<file path="src/hdl/cgam_pkg.sv">
// ----------------------------------------------------------------------------
// cgam_pkg: shared constants and types of the corner gradient alpha mask
// Widths, reset values and the divider stage record used by the core.
// ----------------------------------------------------------------------------
`default_nettype none

package cgam_pkg;

  localparam int MAX_RESOLUTION = 4096;
  localparam int MIN_RESOLUTION = 2;
  localparam int RES_RESET      = 64;

  localparam int RES_W     = 13;
  localparam int COORD_W   = $clog2(MAX_RESOLUTION);
  localparam int ALPHA_W   = 8;
  localparam int ALPHA_MAX = 255;
  localparam int CORNERS   = 4;

  // weight never exceeds R-1-R/4, so it fits the coordinate width
  localparam int WEIGHT_W   = COORD_W;
  localparam int TOTAL_W    = WEIGHT_W + 2;
  localparam int DIVIDEND_W = WEIGHT_W + ALPHA_W;
  localparam int DIV_CMP_W  = TOTAL_W + ALPHA_W - 1;
  localparam int DIV_STEPS  = ALPHA_W;

  localparam int ERR_W  = 2;
  localparam int RANK_W = 3;
  localparam int SUM_W  = ALPHA_W + 2;

  typedef struct packed {
    logic [CORNERS-1:0][DIVIDEND_W-1:0] rem;
    logic [CORNERS-1:0][ALPHA_W-1:0]    quo;
    logic [TOTAL_W-1:0]                 total;
    logic                               zero;
  } div_t;

endpackage

`default_nettype wire

</file>
<file path="src/hdl/corner_gradient_alpha_mask_core.sv">
// ----------------------------------------------------------------------------
// corner_gradient_alpha_mask_core: four corner blend alphas per pixel
// Chebyshev corner weights, exact 255*w/total division, shortfall spread.
// ----------------------------------------------------------------------------
//  channel          handshake                  payload
//  pixel in         in_valid / in_stall        pixel_x, pixel_y
//  alphas out       out_valid / out_stall      alpha_top_left .. bottom_right
//  resolution cfg   cfg_valid / cfg_ready      tile_resolution
//
//  One pixel per cycle enters while the output is not stalled. The stages are clamp,
//  distance, weight, sum, eight restoring divider stages (one quotient bit each),
//  shortfall count and spread. The divider chain sets the depth.
//  Reset clears every valid bit and sets the resolution to 64.
//  A stalled output beat freezes the whole pipe and raises in_stall.
// ----------------------------------------------------------------------------
`default_nettype none

module corner_gradient_alpha_mask_core (
  input  wire  logic                          clk,
  input  wire  logic                          rst,
  input  wire  logic                          cfg_valid,
  output logic                                cfg_ready,
  input  wire  logic [cgam_pkg::RES_W-1:0]    tile_resolution,
  input  wire  logic                          in_valid,
  output logic                                in_stall,
  input  wire  logic [cgam_pkg::COORD_W-1:0]  pixel_x,
  input  wire  logic [cgam_pkg::COORD_W-1:0]  pixel_y,
  output logic                                out_valid,
  input  wire  logic                          out_stall,
  output logic [cgam_pkg::ALPHA_W-1:0]        alpha_top_left,
  output logic [cgam_pkg::ALPHA_W-1:0]        alpha_bottom_left,
  output logic [cgam_pkg::ALPHA_W-1:0]        alpha_top_right,
  output logic [cgam_pkg::ALPHA_W-1:0]        alpha_bottom_right
);

  localparam int CW = cgam_pkg::COORD_W;
  localparam int WW = cgam_pkg::WEIGHT_W;
  localparam int NC = cgam_pkg::CORNERS;
  localparam int AW = cgam_pkg::ALPHA_W;
  localparam int DW = cgam_pkg::DIVIDEND_W;
  localparam int TW = cgam_pkg::TOTAL_W;
  localparam int XW = cgam_pkg::DIV_CMP_W;
  localparam int ND = cgam_pkg::DIV_STEPS;
  localparam int EW = cgam_pkg::ERR_W;
  localparam int RW = cgam_pkg::RANK_W;
  localparam int SW = cgam_pkg::SUM_W;

  // ---------------- configuration: keep R-1 and R-1-R/4 ready ----------------
  logic [CW-1:0]                 top;
  logic [CW-1:0]                 lim;
  logic [cgam_pkg::RES_W-1:0]    res_sat;
  logic [CW-1:0]                 top_next;

  assign cfg_ready = 1'b1;

  always_comb begin
    res_sat = tile_resolution;
    if (tile_resolution < cgam_pkg::RES_W'(cgam_pkg::MIN_RESOLUTION))
      res_sat = cgam_pkg::RES_W'(cgam_pkg::MIN_RESOLUTION);
    if (tile_resolution > cgam_pkg::RES_W'(cgam_pkg::MAX_RESOLUTION))
      res_sat = cgam_pkg::RES_W'(cgam_pkg::MAX_RESOLUTION);
    top_next = CW'(res_sat - cgam_pkg::RES_W'(1));
  end

  always_ff @(posedge clk) begin
    if (rst) begin
      top <= CW'(cgam_pkg::RES_RESET - 1);
      lim <= CW'(cgam_pkg::RES_RESET - 1 - cgam_pkg::RES_RESET / 4);
    end else if (cfg_valid && cfg_ready) begin
      top <= top_next;
      lim <= top_next - CW'(res_sat >> 2);
    end
  end

  // ---------------- pipeline enable ----------------
  logic en;
  assign en       = !(out_valid && out_stall);
  assign in_stall = !en;

  // ---------------- stage 1: clamp coordinates ----------------
  logic          v1;
  logic [CW-1:0] x1, y1;

  always_ff @(posedge clk) begin
    if (rst) begin
      v1 <= 1'b0;
    end else if (en) begin
      v1 <= in_valid;
    end
  end

  always_ff @(posedge clk) begin
    if (en) begin
      x1 <= (pixel_x > top) ? top : pixel_x;
      y1 <= (pixel_y > top) ? top : pixel_y;
    end
  end

  // ---------------- stage 2: Chebyshev distance to each corner ----------------
  logic                  v2;
  logic [NC-1:0][CW-1:0] d2;
  logic [NC-1:0][CW-1:0] d_next;
  logic [CW-1:0]         xf, yf;

  always_comb begin
    xf = top - x1;
    yf = top - y1;
    d_next[0] = (x1 > y1) ? x1 : y1;
    d_next[1] = (x1 > yf) ? x1 : yf;
    d_next[2] = (xf > y1) ? xf : y1;
    d_next[3] = (xf > yf) ? xf : yf;
  end

  always_ff @(posedge clk) begin
    if (rst) begin
      v2 <= 1'b0;
    end else if (en) begin
      v2 <= v1;
    end
  end

  always_ff @(posedge clk) begin
    if (en) begin
      d2 <= d_next;
    end
  end

  // ---------------- stage 3: corner weights ----------------
  logic                  v3;
  logic [NC-1:0][WW-1:0] w3;
  logic [NC-1:0][WW-1:0] w_next;

  always_comb begin
    for (int i = 0; i < NC; i++) begin
      w_next[i] = (d2[i] >= lim) ? '0 : WW'(lim - d2[i]);
    end
  end

  always_ff @(posedge clk) begin
    if (rst) begin
      v3 <= 1'b0;
    end else if (en) begin
      v3 <= v2;
    end
  end

  always_ff @(posedge clk) begin
    if (en) begin
      w3 <= w_next;
    end
  end

  // ---------------- stage 4: total and 255*w, then divider chain ----------------
  logic [ND:0]      dvalid;
  cgam_pkg::div_t   dstage [0:ND];
  cgam_pkg::div_t   load_next;

  always_comb begin
    load_next.total = TW'(w3[0]) + TW'(w3[1]) + TW'(w3[2]) + TW'(w3[3]);
    load_next.zero  = (w3 == '0);
    load_next.quo   = '0;
    for (int i = 0; i < NC; i++) begin
      load_next.rem[i] = (DW'(w3[i]) << AW) - DW'(w3[i]);
    end
  end

  always_ff @(posedge clk) begin
    if (rst) begin
      dvalid[0] <= 1'b0;
    end else if (en) begin
      dvalid[0] <= v3;
    end
  end

  always_ff @(posedge clk) begin
    if (en) begin
      dstage[0] <= load_next;
    end
  end

  // one quotient bit per stage, most significant first
  for (genvar s = 0; s < ND; s++) begin : g_div
    localparam int Bit = ND - 1 - s;
    cgam_pkg::div_t step_next;
    logic [XW-1:0]  shifted;

    always_comb begin
      step_next = dstage[s];
      shifted   = XW'(dstage[s].total) << Bit;
      for (int i = 0; i < NC; i++) begin
        if (XW'(dstage[s].rem[i]) >= shifted) begin
          step_next.rem[i]      = DW'(XW'(dstage[s].rem[i]) - shifted);
          step_next.quo[i][Bit] = 1'b1;
        end
      end
    end

    always_ff @(posedge clk) begin
      if (rst) begin
        dvalid[s+1] <= 1'b0;
      end else if (en) begin
        dvalid[s+1] <= dvalid[s];
      end
    end

    always_ff @(posedge clk) begin
      if (en) begin
        dstage[s+1] <= step_next;
      end
    end
  end

  // ---------------- stage 13: shortfall, nonzero count and ranks ----------------
  logic                  v13;
  logic [NC-1:0][AW-1:0] a13;
  logic [EW-1:0]         err13;
  logic [RW-1:0]         n13;
  logic [NC-1:0][RW-1:0] rank13;
  logic [NC-1:0][AW-1:0] a_next;
  logic [SW-1:0]         sum;
  logic [EW-1:0]         err_next;
  logic [RW-1:0]         n_next;
  logic [NC-1:0][RW-1:0] rank_next;

  always_comb begin
    sum    = '0;
    n_next = '0;
    for (int i = 0; i < NC; i++) begin
      a_next[i]    = dstage[ND].zero ? '0 : dstage[ND].quo[i];
      sum          = sum + SW'(a_next[i]);
      rank_next[i] = n_next;
      n_next       = n_next + RW'(a_next[i] != '0);
    end
    // each floor loses less than one, so the shortfall stays below four
    if (dstage[ND].zero || sum >= SW'(cgam_pkg::ALPHA_MAX))
      err_next = '0;
    else
      err_next = EW'(SW'(cgam_pkg::ALPHA_MAX) - sum);
  end

  always_ff @(posedge clk) begin
    if (rst) begin
      v13 <= 1'b0;
    end else if (en) begin
      v13 <= dvalid[ND];
    end
  end

  always_ff @(posedge clk) begin
    if (en) begin
      a13    <= a_next;
      err13  <= err_next;
      n13    <= n_next;
      rank13 <= rank_next;
    end
  end

  // ---------------- stage 14: spread the shortfall, output register ----------------
  logic [NC-1:0][AW-1:0] out_next;
  logic [RW-1:0]         extra;
  logic [RW:0]           err_w;

  always_comb begin
    err_w = (RW+1)'(err13);
    for (int i = 0; i < NC; i++) begin
      // unit j goes to the corner whose rank is j mod n
      extra = '0;
      if ((RW+1)'(rank13[i]) < err_w)
        extra = extra + RW'(1);
      if ((RW+1)'(rank13[i]) + (RW+1)'(n13) < err_w)
        extra = extra + RW'(1);
      if ((RW+1)'(rank13[i]) + ((RW+1)'(n13) << 1) < err_w)
        extra = extra + RW'(1);
      if (a13[i] == '0)
        out_next[i] = '0;
      else
        out_next[i] = a13[i] + AW'(extra);
    end
  end

  always_ff @(posedge clk) begin
    if (rst) begin
      out_valid <= 1'b0;
    end else if (en) begin
      out_valid <= v13;
    end
  end

  always_ff @(posedge clk) begin
    if (en) begin
      alpha_top_left     <= out_next[0];
      alpha_bottom_left  <= out_next[1];
      alpha_top_right    <= out_next[2];
      alpha_bottom_right <= out_next[3];
    end
  end

endmodule

`default_nettype wire

</file>
<file path="config.mk">
export PLATFORM = sky130hd
export DESIGN_NAME = corner_gradient_alpha_mask_core
export DESIGN_NICKNAME = d
export VERILOG_FILES = /design/src/hdl/cgam_pkg.sv /design/src/hdl/corner_gradient_alpha_mask_core.sv
export SDC_FILE = /design/constraint.sdc
export NUM_CORES = 2
export LEC_CHECK = 0
export BUFFER_PORTS_ARGS = -buffer_cell sky130_fd_sc_hd__buf_4
export CAP_MARGIN = 15
export CORE_MARGIN = 2
export CORE_UTILIZATION = 58
export CTS_CLUSTER_SIZE = 8
export DETAILED_ROUTE_END_ITERATION = 7
export GPL_TIMING_DRIVEN = 0
export HOLD_SLACK_MARGIN = 0.15
export PLACE_DENSITY = 0.87
export SLEW_MARGIN = 5
export SYNTH_ARGS = -nofsm -noshare
export SYNTH_HDL_FRONTEND = slang
export SYNTH_SLANG_ARGS = --single-unit
</file>
<file path="constraint.sdc">
create_clock -name clk -period 32.9 [get_ports clk]
set_input_delay 1.645 -clock clk [delete_from_list [all_inputs] [get_ports clk]]
set_output_delay 1.645 -clock clk [all_outputs]
set_load 0.02 [all_outputs]
</file>
[After elaboration in Yosys (flattened, before gate mapping)]
Memories as Yosys holds them, arrays and structs flattened.
Cells that the tools add are included.
Storage, ports and cells
  register bits after elaboration: 234
  memory bits (writable): 1143
  bits of input ports: 42
  output and inout bits: 35
  logic and storage cells: 269
  memories kept: 1
Cells by class
  add/subtract/negate cells: 72
  magnitude comparators: 57
  multiplexer cells: 89
  reduce and logical (&&, ||, !) cells: 11
Memory list
  dstage: depth 9, width 127, rd ports 9, clocked after Yosys merged registers in 0, write ports 9, RTL line corner_gradient_alpha_mask_core.sv:155  | cgam_pkg::div_t dstage [0:ND];
Operators with widths (count)
  $mux W20: 32
  $sub A20 B20 Y20: 8
  $ge A20 B21 Y1: 4
  $ge A20 B14 Y1: 4
  $ge A20 B15 Y1: 4
  $ge A20 B16 Y1: 4
  $ge A20 B17 Y1: 4
  $ge A20 B18 Y1: 4
  $ge A20 B19 Y1: 4
  $ge A20 B20 Y1: 4
  $sub A20 B12 Y20: 4
  $sub A20 B14 Y20: 4
  $sub A20 B15 Y20: 4
  $sub A20 B16 Y20: 4
  $sub A20 B17 Y20: 4
  $sub A20 B18 Y20: 4
  $sub A20 B19 Y20: 4
  $gt A12 B12 Y1: 6
  $mux W12: 6
  $sub A12 B12 Y12: 6
  $ge A12 B12 Y1: 4
  $logic_not A48 Y1: 1
  $mux W1: 37
  $add A8 B3 Y8: 4
  32 further kinds: 65

[Logic depth before layout (Yosys ltp)]
  depth after elaboration: 7
  mapped depth: 20
  depth with buffers taken out: 19

[Worst setup path before layout]
No wires, ideal clock.
  kind: in2reg
  from: input out_stall
  to: register a13[0] (netlist bit), enable pin
  setup time: 1.890 ns
  data arrival time: 31.426 ns
  data required time: 31.010 ns
  setup slack: -0.416 ns
  stages on the path: 2
  buffers on the path: 1
  cells stage by stage: nand2_1 -> buf_1
On the way
  word-level cells in the longest chain between the ends: 1
Ends and longest elaborated chain
  from (decl): RTL line corner_gradient_alpha_mask_core.sv:29  | input wire logic out_stall,
  $logic_and A1 B1 Y1: RTL line corner_gradient_alpha_mask_core.sv:77  | assign en = !(out_valid && out_stall);
  to (signal assigned): RTL line corner_gradient_alpha_mask_core.sv:251  | a13 <= a_next;
  to (decl): RTL line corner_gradient_alpha_mask_core.sv:215  | logic [NC-1:0][AW-1:0] a13;
Every way passes these cells.
A chain may end at the register's enable or synchronous reset.

==> flow_summary.toml <==
[logic_synthesis]
ys_top_cells_by_area = "edfxtp_1 47%, ha_1 12%, xnor2_1 3.6%"
synth_seq_cells = 1138
yosysUniqueCellTypes = 86
seq_area_frac_synth_pct = 47.8
synth_edf_count = 1100
syn_inst = 6371
synth.most_common_cell = "edfxtp_1"
syn_nets = 7180
yosysWarnings = 0
ys.flop_type = "edfxtp_1"
synth_top_cell_by_area = "edfxtp_1"
ys_top_cells_by_count = "1100 x edfxtp_1, 683 x ha_1, 479 x inv_1"
syn-cell-area_um2 = 70700
avgSynthCellArea_um2 = 11.1
post-synth-top-area-fraction_pct = 46.7
async_flop_share_pct = 0

[route]
vias_per_cell = 6.08
drt_iter0_markers = 4412
drc_errors = 0
ant_nets = 0
vias = 50312
totalWireLength_um = 178000
first_pass_iters = 7
wl_per_cell_um = 21.5

[sta]
hold_viol_final = 0
holdWs_ns = 0.401
slew_violations = 0
min_period_ns = 5.38
relSlewSlack_pct = 23.6
post-route-period-util_pct = 16.3
worst_slew_pin_slew_ns = 1.14
clock_skew_ns = 0.0394
finalSetupTns_ns = 0
max_freq_mhz = 186
setup_viol_count_final = 0
rsz0062_at_grt = "no"

[hold_path]
hold_path.class = "reg -> reg"
hold_depth = 0

[worst_setup_path]
startpoint = "top[0]"
cp.arrival_ns = 5.89
r2r-start = "top[0]"
cp_max_fo = 10
reg2reg_depth = 19
worst-r2r-setup-slack_ns = 27.52
worstPathRequired_ns = 33.41
crit_path_end_kind = "flop"
cp-endpoint = "d2[28]"
reg2reg_to = "d2[28]"
crit_path_start_kind = "flop"
crit_type = "reg -> reg"

[clock_network]
cts_htree_levels = 4
cts_resized = 0
clk_transition_reported_paths_ns = 0.05
cts.hold.buffers_added = 0
cts-root-buf = "clkbuf_16"
clk_latency_ns = 0.80
cts-buffers-inserted = 162
cts_tree = "yes"
clock_sinks = 1138
clockBufferDepth = 3
post_cts_buffers = 0

[layout]
regArea_um2 = 33800
synthToLayoutAreaGrowth_pct = 10.3
final_nets = 7426
postLayoutCoreUtil_pct = 64.2
num-fill-cells = 9066
multi_input_area_um2 = 34600
drive_gt1_share_pct = 7.63

[grt]
grt_usage_pct = 28.3
grt_pass1_wl_um = 274000
grt_pass1_vias = 49704
antenna_found_initial = 0
grt_overflow = 0
grt_max_degree = 201

[status]
outcome = "complete, no violations"

[floorplanning]
fp.dieH_um = 353
rows = 128
io_pins = 77
die_w_um = 353
core_area_um2 = 121000
start_util_pct = 58.2
dieArea_um2 = 125000

[placed_design]
io_buffer_count = 74
hpwl_um = 138000
place_congestion = 0.973

[job]
maxCapViolations = 0
## routing by layer
layer	share of wire [%]	GRT usage, %	vias up
met1	37	31.9	23775
met4	9.1	22.6	0
li1	-	-	24089
met2	49	48.6	1813
met5	0	0	-
met3	4.9	3.63	635
## state kept, by name, indices dropped and copies added, names as in the netlist
| name | flops |
|---|---|
| a13 | 32 |
| alpha_bottom_left | 8 |
| alpha_bottom_right | 8 |
| alpha_top_left | 8 |
| alpha_top_right | 8 |
| d2 | 48 |
| dstage | 905 |
| dvalid | 9 |
| err13 | 2 |
| lim | 12 |
| n13 | 3 |
| out_valid | 1 |
| rank13 | 6 |
| top | 12 |
| v1 | 1 |
| v13 | 1 |
| v2 | 1 |
| v3 | 1 |
| w3 | 48 |
| x1 | 12 |
| y1 | 12 |
## how the worst min path moves through the flow
stage | endpoint | slack, ns | startpoint
after floorplan | dstage[0][1016] | 0.40 | dstage[0][889]
after global placement | dstage[0][656] | 0.40 | dstage[0][529]
after detailed placement | dstage[0][1016] | 0.40 | dstage[0][889]
after CTS | dstage[0][426] | 0.40 | dstage[0][299]
after global routing | dstage[0][426] | 0.40 | dstage[0][299]
final | dstage[0][426] | 0.40 | dstage[0][299]
## cells by family after synthesis
logic type,Yosys count,synth area share (%)
compound gates,1459,13.3
xor+xnor,468,5.80
fa+ha+maj,767,14.5
buf+inv,577,3.19
flops,1138,47.8
mux,212,3.26
other cells,1,0.00531
simple gates,1749,12.2
## final cells by class
type                            count  area share [%]
Multi-Input combinational cell   4656            44.4
Sequential cell                  1138            43.4
Clock buffer                      184            5.34
Tap cell                         1625            2.61
Inverter                          482            2.32
Timing Repair Buffer               82           0.947
Buffer                             95           0.599
Clock inverter                     17           0.373
Antenna cell                        2         0.00642
## metrics by stage
step	cell area, um^2	instances	setup slack [ns]
global placement	73300	8070	-4.99
global route	77900	8279	27.29
floorplan	70700	6371	3.28
finish	77900	8281	27.52
detailed placement	73500	8078	26.80
CTS	77900	8279	27.62
## critical path, cell delays in order, from the launching register on
cell and delay (ns):
dfxtp_1 0.33, inv_1 0.18, ha_1 0.21, inv_1 0.06, fa_1 0.41, a21o_1 0.18
a21oi_1 0.21, o21bai_1 0.12, a2111o_1 0.45, a31o_2 0.25, a21o_1 0.19, xnor2_1 0.26
inv_1 0.12, ha_1 0.31, nand4_1 0.15, o21ai_0 0.23, nor3_1 0.07, nor2_1 0.28
buf_1 0.60, mux2_2 0.46
## cell usage in the layout, fill, tap and decap left out, types with 76 or more instances in the layout
| cell | instances |
|---|---|
| nand4_1 | 85 |
| a21o_1 | 142 |
| nor4_1 | 76 |
| nand2b_1 | 90 |
| xnor2_1 | 290 |
| o21a_1 | 95 |
| xor2_1 | 178 |
| mux2_2 | 143 |
| inv_1 | 479 |
| nand2_1 | 433 |
| o21ai_0 | 344 |
| fa_1 | 84 |
| clkbuf_1 | 78 |
| a21oi_1 | 430 |
| edfxtp_1 | 1100 |
| nor2b_1 | 119 |
| clkbuf_16 | 163 |
| buf_4 | 77 |
| ha_1 | 683 |
| nor2_1 | 459 |
| nor3_1 | 180 |
Power is left out: the tool's default activity adds up to more than one toggle a clock period on the data nets, which glitch-free logic cannot reach.
